File: src/sv/sos_pkg.sv
`timescale 1ns / 1ps
// Shared types and constants for the segmented odd-only sieve.
// Used by sos_div and segmented_odd_sieve; depends on nothing.
package sos_pkg;

  typedef enum logic [1:0] {
    MODE_CLEAR = 2'd0,
    MODE_MARK  = 2'd1,
    MODE_PROBE = 2'd2,
    MODE_TRIM  = 2'd3
  } sos_mode_e;

  typedef enum logic [1:0] {
    STAT_OK    = 2'd0,
    STAT_SHORT = 2'd1,
    STAT_RANGE = 2'd2
  } sos_stat_e;

  typedef enum logic [3:0] {
    ST_INIT,
    ST_IDLE,
    ST_CLR,
    ST_DIV,
    ST_MRD,
    ST_MCHK,
    ST_PCHK,
    ST_TRD,
    ST_TCHK,
    ST_FIN
  } sos_state_e;

  // Divider result as seen by the controller.
  typedef struct packed {
    logic        done;
    logic        quo_odd;
    logic [31:0] rem;
  } sos_div_res_t;

  localparam logic [31:0] SEG_START_RST = 32'd1;
  localparam logic [12:0] SEG_LEN_RST   = 13'd4096;
  localparam logic        REG_SEG_START = 1'b0;
  localparam logic        REG_SEG_LEN   = 1'b1;

endpackage

File: src/sv/sos_div.sv
`timescale 1ns / 1ps
// Restoring 32-bit divider, one quotient bit per cycle.
// Depends on sos_pkg for the result struct.
module sos_div
  import sos_pkg::*;
(
  input  logic         clk_i,
  input  logic         rst_ni,
  input  logic         start_i,
  input  logic [31:0]  dividend_i,
  input  logic [31:0]  divisor_i,
  output sos_div_res_t res_o
);

  logic        busy_q;
  logic        done_q;
  logic [4:0]  cnt_q;
  logic [31:0] rem_q;
  logic [31:0] quo_q;
  logic [31:0] dsr_q;
  logic [32:0] trial;
  logic [32:0] diff;
  logic        fits;

  assign trial = {rem_q, quo_q[31]};
  assign diff  = trial - {1'b0, dsr_q};
  assign fits  = ~diff[32];

  always_ff @(posedge clk_i or negedge rst_ni) begin
    if (!rst_ni) begin
      busy_q <= 1'b0;
      done_q <= 1'b0;
      cnt_q  <= '0;
    end else begin
      done_q <= 1'b0;
      if (start_i) begin
        busy_q <= 1'b1;
        cnt_q  <= '0;
      end else if (busy_q) begin
        cnt_q <= cnt_q + 5'd1;
        if (cnt_q == 5'd31) begin
          busy_q <= 1'b0;
          done_q <= 1'b1;
        end
      end
    end
  end

  always_ff @(posedge clk_i) begin
    if (start_i) begin
      rem_q <= '0;
      quo_q <= dividend_i;
      dsr_q <= divisor_i;
    end else if (busy_q) begin
      rem_q <= fits ? diff[31:0] : trial[31:0];
      quo_q <= {quo_q[30:0], fits};
    end
  end

  assign res_o.done    = done_q;
  assign res_o.quo_odd = quo_q[0];
  assign res_o.rem     = rem_q;

endmodule

File: config.mk
export PLATFORM = sky130hd
export DESIGN_NAME = sos_div
export DESIGN_NICKNAME = d
export VERILOG_FILES = /design/src/sv/sos_pkg.sv /design/src/sv/sos_div.sv
export SDC_FILE = /design/constraint.sdc
export NUM_CORES = 1
export LEC_CHECK = 0
export ABC_AREA = 1
export ABC_CLOCK_PERIOD_IN_PS = 2300
export BUFFER_PORTS_ARGS = -buffer_cell sky130_fd_sc_hd__buf_2
export CAP_MARGIN = 5
export CORE_AREA = 5 5 120 122
export CTS_CLUSTER_DIAMETER = 30
export CTS_CLUSTER_SIZE = 40
export DETAILED_ROUTE_END_ITERATION = 6
export DIE_AREA = 0 0 125 127
export HOLD_SLACK_MARGIN = 0.12
export PLACE_DENSITY = 0.87
export SYNTH_ARGS = -nofsm -noshare
export SYNTH_HDL_FRONTEND = slang
export SYNTH_SLANG_ARGS = --single-unit
File: constraint.sdc
create_clock -name clk_i -period 2.3 [get_ports clk_i]
set_input_delay 0.115 -clock clk_i [delete_from_list [all_inputs] [get_ports clk_i]]
set_output_delay 0.115 -clock clk_i [all_outputs]
set_load 0.05 [all_outputs]
Word level (Yosys, flattened, before mapping)
Index checks and enable logic that the tools add are counted.
Widths: inputs -> output; s select.
Cells by class
  add/sub/neg operators: 2
  equality and inequality tests: 1
  multiplexer cells: 11
  bitwise operators: 1
  reduce and logical (&&, ||, !) cells: 1
Operators by type and width (number)
  $mux 32: 3
  $sub 33x32->33: 1
  $mux 5: 2
  $mux 1: 6
  $add 5x1->5 const B: 1
  $eq 5x5->1 const B: 1
  $reduce_bool 2->1: 1
  $not 1->1: 1
Word-level totals
  flip-flop bits (word level): 103
  output and inout bits: 34

Depth between registers and ports, before layout
  depth after elaboration: 4
  gate-level depth with buffers: 18
  gate-level depth less buffers: 17

Worst setup path after synthesis
OpenSTA, ideal clock, no wires.
  kind: register to register
  start point: register rem_q[0]
  end point: register quo_q[0], data pin
  library setup time: 0.266 ns
  data arrival time: 2.300 ns
  data required time: 2.034 ns
  setup slack: -0.265 ns
  stages on the path, launching flop included: 16
  path buffers: 1
  period minus slack after synthesis: 2.565 ns
  cells stage by stage: dfxtp_1 -> inv_1 -> fa_1 -> inv_1 -> nand2_1 -> nand2_1 -> nand3_1 -> nand2_1 -> nand2_1 -> nand2_1 -> nand2_2 -> nand2_2 -> nand2_2 -> nand2_4 -> buf_6 -> o21ai_1
Between the ends
  cells in the longest elaborated chain, start to end: 4
RTL lines
  start: declaration: RTL line sos_div.sv:18  | logic [31:0] rem_q;
  start signal: assignment: RTL line sos_div.sv:55  | rem_q <= fits ? diff[31:0] : trial[31:0];
  $sub 33x32->33: RTL line sos_div.sv:26  | assign diff = trial - {1'b0, dsr_q};
  $not 1->1: RTL line sos_div.sv:27  | assign fits = ~diff[32];
  $mux 32: RTL line sos_div.sv:54  | end else if (busy_q) begin
  $mux 32: RTL line sos_div.sv:50  | if (start_i) begin
  end signal: assignment: RTL line sos_div.sv:52  | quo_q <= dividend_i;
  end signal: assignment: RTL line sos_div.sv:56  | quo_q <= {quo_q[30:0], fits};
  end: declaration: RTL line sos_div.sv:19  | logic [31:0] quo_q;
No other way between the ends. The select of a mux whose other input is x is not followed.
A chain may end at the register's enable or synchronous reset.

Worst setup path in the final report
  start point: register quo_q[31]
  end point: register rem_q[31]
Between the ends
  cells in the longest elaborated chain, start to end: 2
RTL lines (RTL line)
  $sub 33x32->33: sos_div.sv:26
  $mux 32: sos_div.sv:55
No other way between the ends.

==> metrics.cfg <==
[setup_path]
arrival_ns = 2.61
slowest_stage = fa_2
cpPeakStageDelay_ns = 0.41
startpoint_type = register
critical_path.cell_chain = inv_1 > ha_2 > fa_2 > inv_2 > nand2_2 > nand2_2 > nand3_2 > nand2_2 > nand2_2 > nand2_2 > nand2_4 > buf_12 > nand3_4 > nand2_8 > buf_12 > nor2_1 > o21ai_1
cp_top_family = simple AND/OR/NAND/NOR gates
end_kind = register
cp_num_buf_inv = 4
cp_data_required_time_ns = 2.56
cp_max_fo = 9
path_class = register to register
crit_top_cell = nand2_2

[finish]
drive_gt1_share_pct = 19.6
nNetsFinal = 1323
instances_no_fill = 1402
area_delta_synth_final_pct = 31.9
final_area_mm2 = 0.00909
post-route-util_pct = 69.4
diodes = 0

[global_route]
grt_use_total_pct = 25.6
grt_pass1_wl_um = 32800
grt_pass1_vias = 6824
grt_overflow = 0
grt_max_degree = 51
antenna_found_initial = 0

[power]
power.total_w = 0.00445
powerDensity_mw_per_mm2 = 490
ir_drop_mv = 0.635
p_leak_nw = 5.03

[hold_path]
hp-class = input pin to register

[logic_synthesis]
yosys-top-cells-area = edfxtp_1, nand2_1, inv_1
synth_edf_count = 64
ys_async_sr_fraction_pct = 6.80
synth.most_common_cell = nand2_1
yosysWarningCount = 0
ys_seq_area_share_pct = 39.7
syn_inst = 1031
synthDominantCellAreaShare_pct = 27.9
synthTopCellsByCount = nand2_1, inv_1, edfxtp_1
syn_area_per_cell_um2 = 6.68
synth_ff_type = edfxtp_1
yosysUniqueCellTypes = 34
synth_largest_area_cell = edfxtp_1
syn-num-nets = 1133
synth_seq_cells = 103
syn_area_mm2 = 0.00689

[detailed_routing]
first_iter_violations = 600
ant_nets = 0
drt_wl_total_um = 21200
firstDrtPassIters = 6
viasPerCell = 5.03
num_vias = 7057
wire_per_inst_um = 15.1
drc = 0

[sta]
fin_skew_ns = 0.0176
worst_pin_slew_ns = 0.860
setup_viol_count_final = 4
fmax_ghz = 0.425
maxSlewHeadroom_pct = 42.6
layout_min_cycle_time_ns = 2.35
hold_viol = 0
grt_setup_unrepaired = yes
finalMaxSlewViolations = 0
whs_ns = 0.148
period_share_pct = 102
finalWorstSetupSlack_ns = -0.0512

[run_status]
violations = setup timing
status = complete, but fails checks

[clock_network]
cts.clk_slew.worst_paths_ns = 0.08
root_buffer = clkbuf_16
clock_sinks = 103
htree_levels = 3
numCtsBuffers = 9
tritoncts = built
clk-insertion-delay-late_ns = 0.37
clockBufferDepth = 2

[die]
die_x_um = 125
die_h_um = 127
io_pins = 101
row_count = 42
initial_utilization_pct = 52.6
dieArea_mm2 = 0.0159
core_mm2 = 0.0131

[placement]
placed_area_mm2 = 0.00776
hpwl_um = 13900
place_inst = 1314
port_buffers = 100
place.gp.congestion = 0.969

[run]
cap_violations = 0

## registers in the layout (all words and copies together), names as in the netlist
name	cells
busy_q	1
cnt_q	5
done_q	1
dsr_q	32
quo_q	32
rem_q	32
## layout make-up
class / instances / area (um2)
multi-input cells: 695 / 3520
fillers: 1001 / 4000
repair buffers: 198 / 1500
well taps: 176 / 220
inverters: 214 / 803
clock inverters: 6 / 61.3
flip-flops and latches: 103 / 2750
clock buffers: 10 / 229
## worst paths after layout
check,cells after the start,slack [ns],startpoint,endpoint
hold / removal,2,0.15,start_i,done_q
max in group asynchronous,3,1.32,rst_ni,cnt_q[3]
hold reg to reg,2,0.48,rem_q[21],rem_q[21]
min in group asynchronous,3,0.73,rst_ni,cnt_q[0]
setup reg to reg,17,-0.05,quo_q[31],rem_q[31]
setup / recovery,17,-0.05,quo_q[31],rem_q[31]
## metrics by stage
| step | setup TNS [ns] | setup slack (ns) |
|---|---|---|
| detailed placement | -0.579 | -0.0483 |
| floorplan | 0 | 0.00462 |
| finish | -0.0900 | -0.0512 |
| global placement | 0 | 0.0210 |
| CTS | -0.00521 | -0.00521 |
| global route | -4.55 | -0.191 |
## routing by layer
layer  part of all wire [%]  vias up  routed length [um]  track usage [%]
met5                      0        -                   0                0
met4                    4.0        0                 844             10.8
met3                    6.6       82                1410             5.47
met2                     50      294               10500             44.6
met1                     40     3196                8390             30.8
li1                       -     3485                   -                -
## placed cells by master, fill, tap and decap left out, types with 2 or more instances in the layout
cell type and instances:
ha_1 28, nand4_1 6, a21oi_1 18, buf_12 5
nor2_1 40, inv_1 201, xnor2_1 11, buf_4 24
ha_2 4, nand2_8 3, o21ai_0 2, nor3_1 14
dfxtp_2 10, and2_1 5, inv_8 2, nand3_2 12
edfxtp_1 64, ha_4 2, nor2_2 9, nand2_1 441
buf_2 100, inv_2 11, dfrtp_1 7, dfxtp_1 21
xor2_1 4, and3_1 2, nand2_4 5, nand3_1 43
clkbuf_16 11, nand2_2 26, clkinv_1 2, nand3_4 2
dlygate4sd3_1 66, o21ai_1 5
## power by group
group          internal (W)  switching [W]  total, W
registers           0.00208      0.0000464   0.00213
logic              0.000321       0.000460  0.000781
clock network      0.000765       0.000774   0.00154
total               0.00317        0.00128   0.00445
## timing repair
item,in CTS,in global routing
pin swaps,0,28
gates resized for setup,5,64
gates cloned,0,3
endpoints found under the hold margin,71,0
hold buffers,66,0
setup endpoints to repair,29,33
buffers inserted,0,3
## kinds of logic (layout without fill, tap and decap cells)
kind of cell,count (synthesis),count (layout),synth area share (%)
simple gates,613,614,36.1
buf+inv,234,428,13.4
flops,103,103,39.7
fa+ha+maj,35,35,6.47
compound gates,31,31,2.40
xor+xnor,15,15,1.91
Power figures use the tool's default switching activity.
